<file path="src/hw/rtl/gaussian_naive_bayes_two_class_top_macros.svh">
// Assertion macros shared by the classifier RTL.
// Needs nothing; included by modules that carry checks.
`ifndef GAUSSIAN_NAIVE_BAYES_TWO_CLASS_TOP_MACROS_SVH
`define GAUSSIAN_NAIVE_BAYES_TWO_CLASS_TOP_MACROS_SVH
`ifndef SYNTHESIS
// Clocked check, off while reset is asserted
`define GNB_ASSERT(lbl, prop) lbl: assert property (@(posedge clk) disable iff (!rst_n) prop) \
  else $error("gnb assertion failed");
// Clocked check, active during reset too
`define GNB_ASSERT_ALWAYS(lbl, prop) lbl: assert property (@(posedge clk) prop) \
  else $error("gnb assertion failed");
`else
`define GNB_ASSERT(lbl, prop)
`define GNB_ASSERT_ALWAYS(lbl, prop)
`endif
`endif

</file>
<file path="src/hw/rtl/gnb_queue.sv">
// Small FIFO between the front and back parts of the classifier.
// Depends on gnb_pkg only through the instantiating module.
`include "gaussian_naive_bayes_two_class_top_macros.svh"
module gnb_queue #(
  parameter int WIDTH = 35,
  parameter int DEPTH = 2
) (
  input  logic             clk,
  input  logic             rst_n,
  input  logic             push,
  input  logic [WIDTH-1:0] din,
  input  logic             pop,
  output logic [WIDTH-1:0] dout,
  output logic             full,
  output logic             empty
);

  localparam int AW = (DEPTH > 1) ? $clog2(DEPTH) : 1;
  localparam int CNW = $clog2(DEPTH + 1);

  logic [WIDTH-1:0] mem_r [DEPTH];
  logic [AW-1:0]    wptr_r;
  logic [AW-1:0]    rptr_r;
  logic [CNW-1:0]   count_r;

  assign full  = (count_r == CNW'(DEPTH));
  assign empty = (count_r == '0);
  assign dout  = mem_r[rptr_r];

  // Store entries
  always_ff @(posedge clk) begin
    if (push) mem_r[wptr_r] <= din;
  end

  // Advance pointers and fill count
  always_ff @(posedge clk) begin
    if (!rst_n) begin
      wptr_r  <= '0;
      rptr_r  <= '0;
      count_r <= '0;
    end else begin
      if (push) wptr_r <= (wptr_r == AW'(DEPTH - 1)) ? '0 : wptr_r + 1'b1;
      if (pop)  rptr_r <= (rptr_r == AW'(DEPTH - 1)) ? '0 : rptr_r + 1'b1;
      if (push && !pop)      count_r <= count_r + 1'b1;
      else if (pop && !push) count_r <= count_r - 1'b1;
    end
  end

  `GNB_ASSERT(a_no_overflow, push |-> !full)
  `GNB_ASSERT(a_no_underflow, pop |-> !empty)
  `GNB_ASSERT(a_count_range, count_r <= CNW'(DEPTH))

endmodule

</file>
<file path="config.mk">
export PLATFORM = sky130hd
export DESIGN_NAME = gnb_queue
export DESIGN_NICKNAME = d
export VERILOG_FILES = /design/src/hw/rtl/gnb_queue.sv
export VERILOG_INCLUDE_DIRS = /design/src /design/src/hw/rtl
export SDC_FILE = /design/constraint.sdc
export NUM_CORES = 1
export LEC_CHECK = 0
export ABC_AREA = 1
export BUFFER_PORTS_ARGS = -buffer_cell sky130_fd_sc_hd__buf_2
export CELL_PAD_IN_SITES_DETAIL_PLACEMENT = 1
export CELL_PAD_IN_SITES_GLOBAL_PLACEMENT = 1
export CORE_MARGIN = 3
export CORE_UTILIZATION = 35
export CTS_CLUSTER_SIZE = 24
export DETAILED_ROUTE_END_ITERATION = 10
export PLACE_DENSITY = 0.76
export SKIP_LAST_GASP = 1
export SLEW_MARGIN = 40
export SYNTH_ARGS = -nofsm -noshare
export SYNTH_HDL_FRONTEND = slang
export SYNTH_SLANG_ARGS = --single-unit
</file>
<file path="constraint.sdc">
create_clock -name clk -period 4.2 [get_ports clk]
set_input_delay 0.63 -clock clk [delete_from_list [all_inputs] [get_ports clk]]
set_output_delay 0.63 -clock clk [all_outputs]
set_load 0.03 [all_outputs]
</file>
After elaboration in Yosys (flattened, before gate mapping)
Memories as Yosys holds them, arrays and structs flattened. A register that Yosys moved wholly into a read port is not among the register bits. Cells that the tools add are included.

Flip-flop bits (word level): 4. Memory bits (writable): 70. Output and inout port bits: 37. Word-level logic and storage cells: 23. Memories: 1.

$add $sub $neg: 4. Equal/unequal tests: 1. Mux-type cells: 8. Reduce and logical (&&, ||, !) cells: 6.

Memories: mem_r (words 2, width 35, read ports 1, clocked after memory_dff 1, wr ports 1, RTL line gnb_queue.sv:21) `logic [WIDTH-1:0] mem_r [DEPTH];`.

Operator list (count): $mux 1 (6); $mux 2 (2); $add 1x1->1 const B (2); $add 2x1->2 const B (1); $eq 2x2->1 const B (1); $logic_and 1x1->1 (2); $logic_not 1->1 (2); $logic_not 2->1 (1); $reduce_bool 2->1 (1); $sub 2x1->2 const B (1).

Logic depth before layout (Yosys ltp)
Gate-level depths: netlist of the first run.

Depth in word-level cells: 4. Gate-level depth with buffers: 8.

Least setup slack after synthesis of the first run
OpenSTA, ideal clock, no wires.

Kind: input to register. From: in push. To: mem mem_r[0][0] (enable). Library setup time: 0.428 ns. Arrival: 2.144 ns. Required time: 3.772 ns. Path slack: 1.628 ns. Stages on the path: 2. Buffers on the path: 0. Path through: inv_1 nor2_1.

Longest elaborated chain between the ends: 2.

RTL lines: start, declared (RTL line gnb_queue.sv:10) `input logic push,`; $mux 1 (RTL line gnb_queue.sv:32) `if (push) mem_r[wptr_r] <= din;`; $mux 1 (not written as such) (RTL line gnb_queue.sv:32); end, declared (RTL line gnb_queue.sv:21).

No other way between the ends.

==> impl_metrics.py, run 1 <==
metrics = {
    "sta": {
        "skew_ns": 0.00406,
        "rsz0062_at_grt": "no",
        "max_freq_mhz": 428,
        "hold_viol": 0,
        "finalSetupTns_ns": 0,
        "tightest_slew_ns": 0.661,
        "min_period_ns": 2.34,
        "slew_viol_final": 0,
        "timing.final.ws_setup_ns": 1.86,
        "max-slew-margin-rel": 0.557,
        "setup-violations-final": 0,
        "period_share": 0.557,
        "whs_ns": 0.485,
    },
    "min_path": {
        "hold_class": "input port to flop",
        "worst_hold_startpoint": "din[18]",
    },
    "logic_synthesis": {
        "synth.distinct_cells": 14,
        "yosysWarnings": 0,
        "seq_area_frac_synth": 0.757,
        "syn_area_um2": 2910,
        "syn_inst": 144,
        "ys_top_cells_by_area": "edfxtp_1 72%, mux2_4 15%, dfxtp_1 3.4%, buf_12 2.1%, mux2_2 1.9%",
        "synth_nets": 184,
        "synth_largest_area_cell": "edfxtp_1",
        "postSynthAreaPerCell_um2": 20.2,
        "yosys_register_bits": 75,
        "synth_top_area_frac": 0.723,
    },
    "clocking": {
        "clk_pin_slew_ns": 0.07,
        "clock-root-buffer": "clkbuf_8",
        "ctsHoldBuffers": 0,
        "clk_path_buf_depth": 2,
        "htreeDepth": 3,
        "clock_sinks": 75,
        "cts_resized": 0,
        "numCtsBuffers": 9,
        "worstSkewPairLatency_ns": 0.32,
        "cts_tree": "done",
        "cts_setup_buffers": 0,
    },
    "layout": {
        "finish.utilization": 0.454,
        "drive_gt1_frac": 0.551,
        "syn_to_final_growth_pct": 23.3,
        "n_antenna_cell": 0,
        "layout_commonest_cell": "buf_2",
        "nets": 269,
        "layout_common_cells": "75 x buf_2, 70 x edfxtp_1, 30 x mux2_4",
        "instances_no_fill": 336,
        "fin_area_um2": 3580,
    },
    "critical_path": {
        "slowest_delay_ns": 0.76,
        "path_max_fanout": 35,
        "startpoint_type": "flop",
        "required_ns": 3.57,
        "critical_path.slowest_cell": "dfxtp_4",
        "cp.arrival_ns": 1.71,
        "worstSetupPathType": "flop to output port",
        "reg2reg_from": "wptr_r",
        "end_kind": "output port",
        "crit_path_cell_trace": "mux2_2 > buf_2",
    },
    "pwr": {
        "p_leak_nw": 1.45,
        "p_int_mw": 1.22,
        "p_clk_frac": 0.316,
        "seqPwrFrac": 0.549,
        "powerDensity_nw_per_um2": 450,
        "pwr-share-comb": 0.134,
        "peakVddDrop_mv": 0.170,
        "finalPower_mw": 1.61,
        "power_switching_mw": 0.391,
        "p_sw_frac": 0.242,
    },
    "place": {
        "dp_cells": 320,
        "placed_area_um2": 3400,
        "gp_congestion": 0.681,
        "hpwlAfterDp_mm": 3.65,
        "dpl_worst_slack_ns": 1.98,
        "port_buffers": 75,
    },
    "run_status": {
        "status": "finished clean",
    },
    "detailed_routing": {
        "drt_iter0_markers": 48,
        "postRouteAntennaNets": 0,
        "via_per_inst": 4.44,
        "drt_wl_total_mm": 5.08,
        "wl_per_cell_um": 15.1,
        "dr.pass1.iters": 4,
        "num_vias": 1491,
        "drc": 0,
    },
    "die": {
        "rows": 32,
        "die_area_um2": 9440,
        "ios": 76,
        "initial_core_util": 0.369,
        "die_w_um": 97.2,
        "core_um2": 7890,
        "die_h_um": 97.2,
    },
    "global_routing": {
        "grt_overflow": 0,
        "grt_pass1_vias": 1684,
        "antenna_found_initial": 0,
        "grt_start_max_net_pins": 36,
        "grt_pass1_wl_mm": 8.36,
        "grt_use_total": 0.114,
    },
    "flow_run": {
        "maxCapViolations": 0,
    },
}
-- metal layers --
metal	vias up	track usage	wire, µm
met3	5	0.0402	307
met5	-	0	0
met2	47	0.204	2730
li1	706	-	-
met4	0	0.0356	51
met1	733	0.127	1990
-- final cells by class --
class,count,area (µm²)
clock buffers,10,128
clock inverters,6,56.3
fillers,793,4300
inverters,8,30.0
multi-input cells,57,612
flip-flops and latches,75,2210
well taps,102,128
repair buffers,78,425
-- power by group through the flow --
stage / Clock (mW) / Sequential (mW) / Combinational [mW]
final: 0.511 / 0.887 / 0.217
after floorplan: 0 / 0.888 / 0.169
after global placement: 0 / 0.902 / 0.210
after detailed placement: 0 / 0.905 / 0.221
after global routing: 0.569 / 0.893 / 0.233
after CTS: 0.533 / 0.888 / 0.222
-- Yosys cell counts --
| cell | count |
|---|---|
| mux2_2 | 5 |
| buf_6 | 1 |
| buf_12 | 3 |
| edfxtp_1 | 70 |
| nor2_1 | 9 |
| inv_1 | 8 |
| o21ai_0 | 1 |
| mux2_4 | 30 |
| dfxtp_1 | 5 |
| nand4_1 | 1 |
| a21oi_1 | 1 |
| nand3_1 | 1 |
| nand2_1 | 8 |
| ha_1 | 1 |
-- sequential cells by signal, indices dropped and copies added (netlist names), named ones only --
name and cells:
wptr_r 1, count_r 2, mem_r 70, rptr_r 1
-- kinds of logic (layout without fill, tap and decap cells) --
group / count (synthesis) / after routing / synth area share
flops: 75 / 75 / 0.757
mux: 35 / 35 / 0.174
simple gates: 19 / 19 / 0.0258
buf+inv: 12 / 102 / 0.0349
compound gates: 2 / 2 / 0.00344
fa+ha+maj: 1 / 1 / 0.00430
-- critical path: cells and delay by family (launching register included) --
family	cells	cell delay [ns]
mux	1	0.40
flops	1	0.76
buf+inv	1	0.18
-- path summary, 6_finish.rpt --
kind / end / slack, ns / cells after the start
max: dout[19] / 1.86 / 2
min reg2reg: flop / 0.51 / 2
max reg2reg: mem_r[1][34] / 2.49 / 3
min: mem_r[0][18] / 0.48 / 1
Power figures use the tool's default switching activity.
==> run 2, diff against run 1 <==
Settings changed: PLACE_DENSITY 0.76 to 0.79.
Clock period 4.2 ns to 2.05 ns, I/O delays scaled along.
==> impl_metrics.py, run 2 (same netlist as run 1, synthesis figures left out) <==
metrics = {
    "detailed_routing": {
        "drt_iter0_markers": 55,
        "drc": 0,
        "drt_wl_total_mm": 4.96,
        "postRouteAntennaNets": 0,
        "dr.pass1.iters": 3,
        "wl_per_cell_um": 14.6,
        "num_vias": 1498,
        "via_per_inst": 4.42,
    },
    "die": {
        "die_h_um": 97.2,
        "initial_core_util": 0.369,
        "core_um2": 7890,
        "rows": 32,
        "die_area_um2": 9440,
        "ios": 76,
        "die_w_um": 97.2,
    },
    "place": {
        "port_buffers": 75,
        "gp_congestion": 0.661,
        "hpwlAfterDp_mm": 3.56,
        "placed_area_um2": 3390,
        "dpl_worst_slack_ns": 0.565,
    },
    "critical_path": {
        "cp.arrival_ns": 1.52,
        "startpoint_type": "flop",
        "worstSetupPathType": "flop to output port",
        "end_kind": "output port",
        "reg2reg_from": "wptr_r",
        "reg2regPathDepth": 3,
        "required_ns": 1.74,
        "r2r-end": "mem_r[1][5]",
        "r2r_slack_ns": 0.84,
        "path_max_fanout": 20,
    },
    "global_routing": {
        "antenna_found_initial": 0,
        "grt_use_total": 0.108,
        "grt_overflow": 0,
        "grt_pass1_vias": 1653,
        "grt_pass1_wl_mm": 7.82,
        "grt_start_max_net_pins": 24,
    },
    "sta": {
        "max_freq_mhz": 548,
        "period_share": 0.890,
        "tightest_slew_ns": 0.372,
        "finalSetupTns_ns": 0,
        "hold_viol": 0,
        "timing.final.ws_setup_ns": 0.226,
        "max-slew-margin-rel": 0.752,
        "setup-violations-final": 0,
        "rsz0062_at_grt": "no",
        "min_period_ns": 1.82,
        "skew_ns": 0.0121,
        "slew_viol_final": 0,
    },
    "clocking": {
        "clk_path_buf_depth": 2,
        "htreeDepth": 3,
        "clk_pin_slew_ns": 0.08,
        "clock_sinks": 75,
        "worstSkewPairLatency_ns": 0.34,
        "cts_setup_buffers": 0,
        "clock-root-buffer": "clkbuf_8",
        "cts_resized": 0,
        "ctsHoldBuffers": 0,
        "numCtsBuffers": 9,
        "cts_tree": "done",
    },
    "pwr": {
        "p_leak_nw": 1.46,
        "peakVddDrop_mv": 0.374,
        "finalPower_mw": 3.31,
        "powerDensity_nw_per_um2": 925,
    },
    "min_path": {
        "worst_hold_startpoint": "din[24]",
        "whs_endpoint": "mem_r[0][24]",
        "hold_path_depth": 1,
        "hold_class": "input port to flop",
    },
    "layout": {
        "reg.largest.list": "mem_r (70), count_r (2)",
        "largest_reg_flops": 70,
        "n_antenna_cell": 0,
        "nets": 272,
        "regMostFlops": "mem_r",
        "drive_gt1_frac": 0.549,
        "layout_commonest_cell": "buf_2",
        "fin_area_um2": 3580,
        "syn_to_final_growth_pct": 23.0,
        "layout_common_cells": "75 x buf_2, 70 x edfxtp_1, 30 x mux2_4",
    },
    "run_status": {
        "status": "finished clean",
    },
    "flow_run": {
        "maxCapViolations": 0,
    },
}
run 2: power breakdown:
group	leakage, nW	switching (mW)	internal, mW
clock	0.0932	0.501	0.553
sequential	0.699	0.0244	1.77
combinational	0.666	0.280	0.184
total	1.46	0.806	2.50
run 2: cell type report:
class                      count  area (µm²)
sequential                    75        2200
clock buffer                  10         128
tap                          102         128
multi-input combinational     57         612
inverter                       8        30.0
clock inverter                 6        55.1
timing repair buffer          81         420
fill                         802        4310
run 2: worst max path at each step:
stage / slack [ns] / to / start
3_3_place_gp: 0.58 / dout[20] / flop
3_5_place_dp: 0.56 / dout[34] / flop
5_1_grt: 0.15 / dout[33] / flop
4_1_cts: 0.19 / dout[34] / flop
6_report: 0.23 / dout[34] / flop
2_1_floorplan: 0.39 / mem_r[0][0] / wptr_r
run 2: worst max-delay path, stage by stage (launching register included):
cell and delay, ns:
dfxtp_2 0.33, buf_4 0.33, mux2_4 0.34, buf_2 0.18
run 2: metal layers:
layer	track usage	wire, µm
met4	0.0518	62
met5	0	0
met2	0.192	2700
met1	0.114	1890
met3	0.0345	312
run 2: per-stage QoR:
step	hold WS (ns)	utilization	cells
after floorplan	0.406	-	144
after global placement	0.476	0.430	323
after detailed placement	0.491	0.430	323
after CTS	0.134	0.453	339
after global routing	0.141	0.453	339
final	0.154	0.453	339
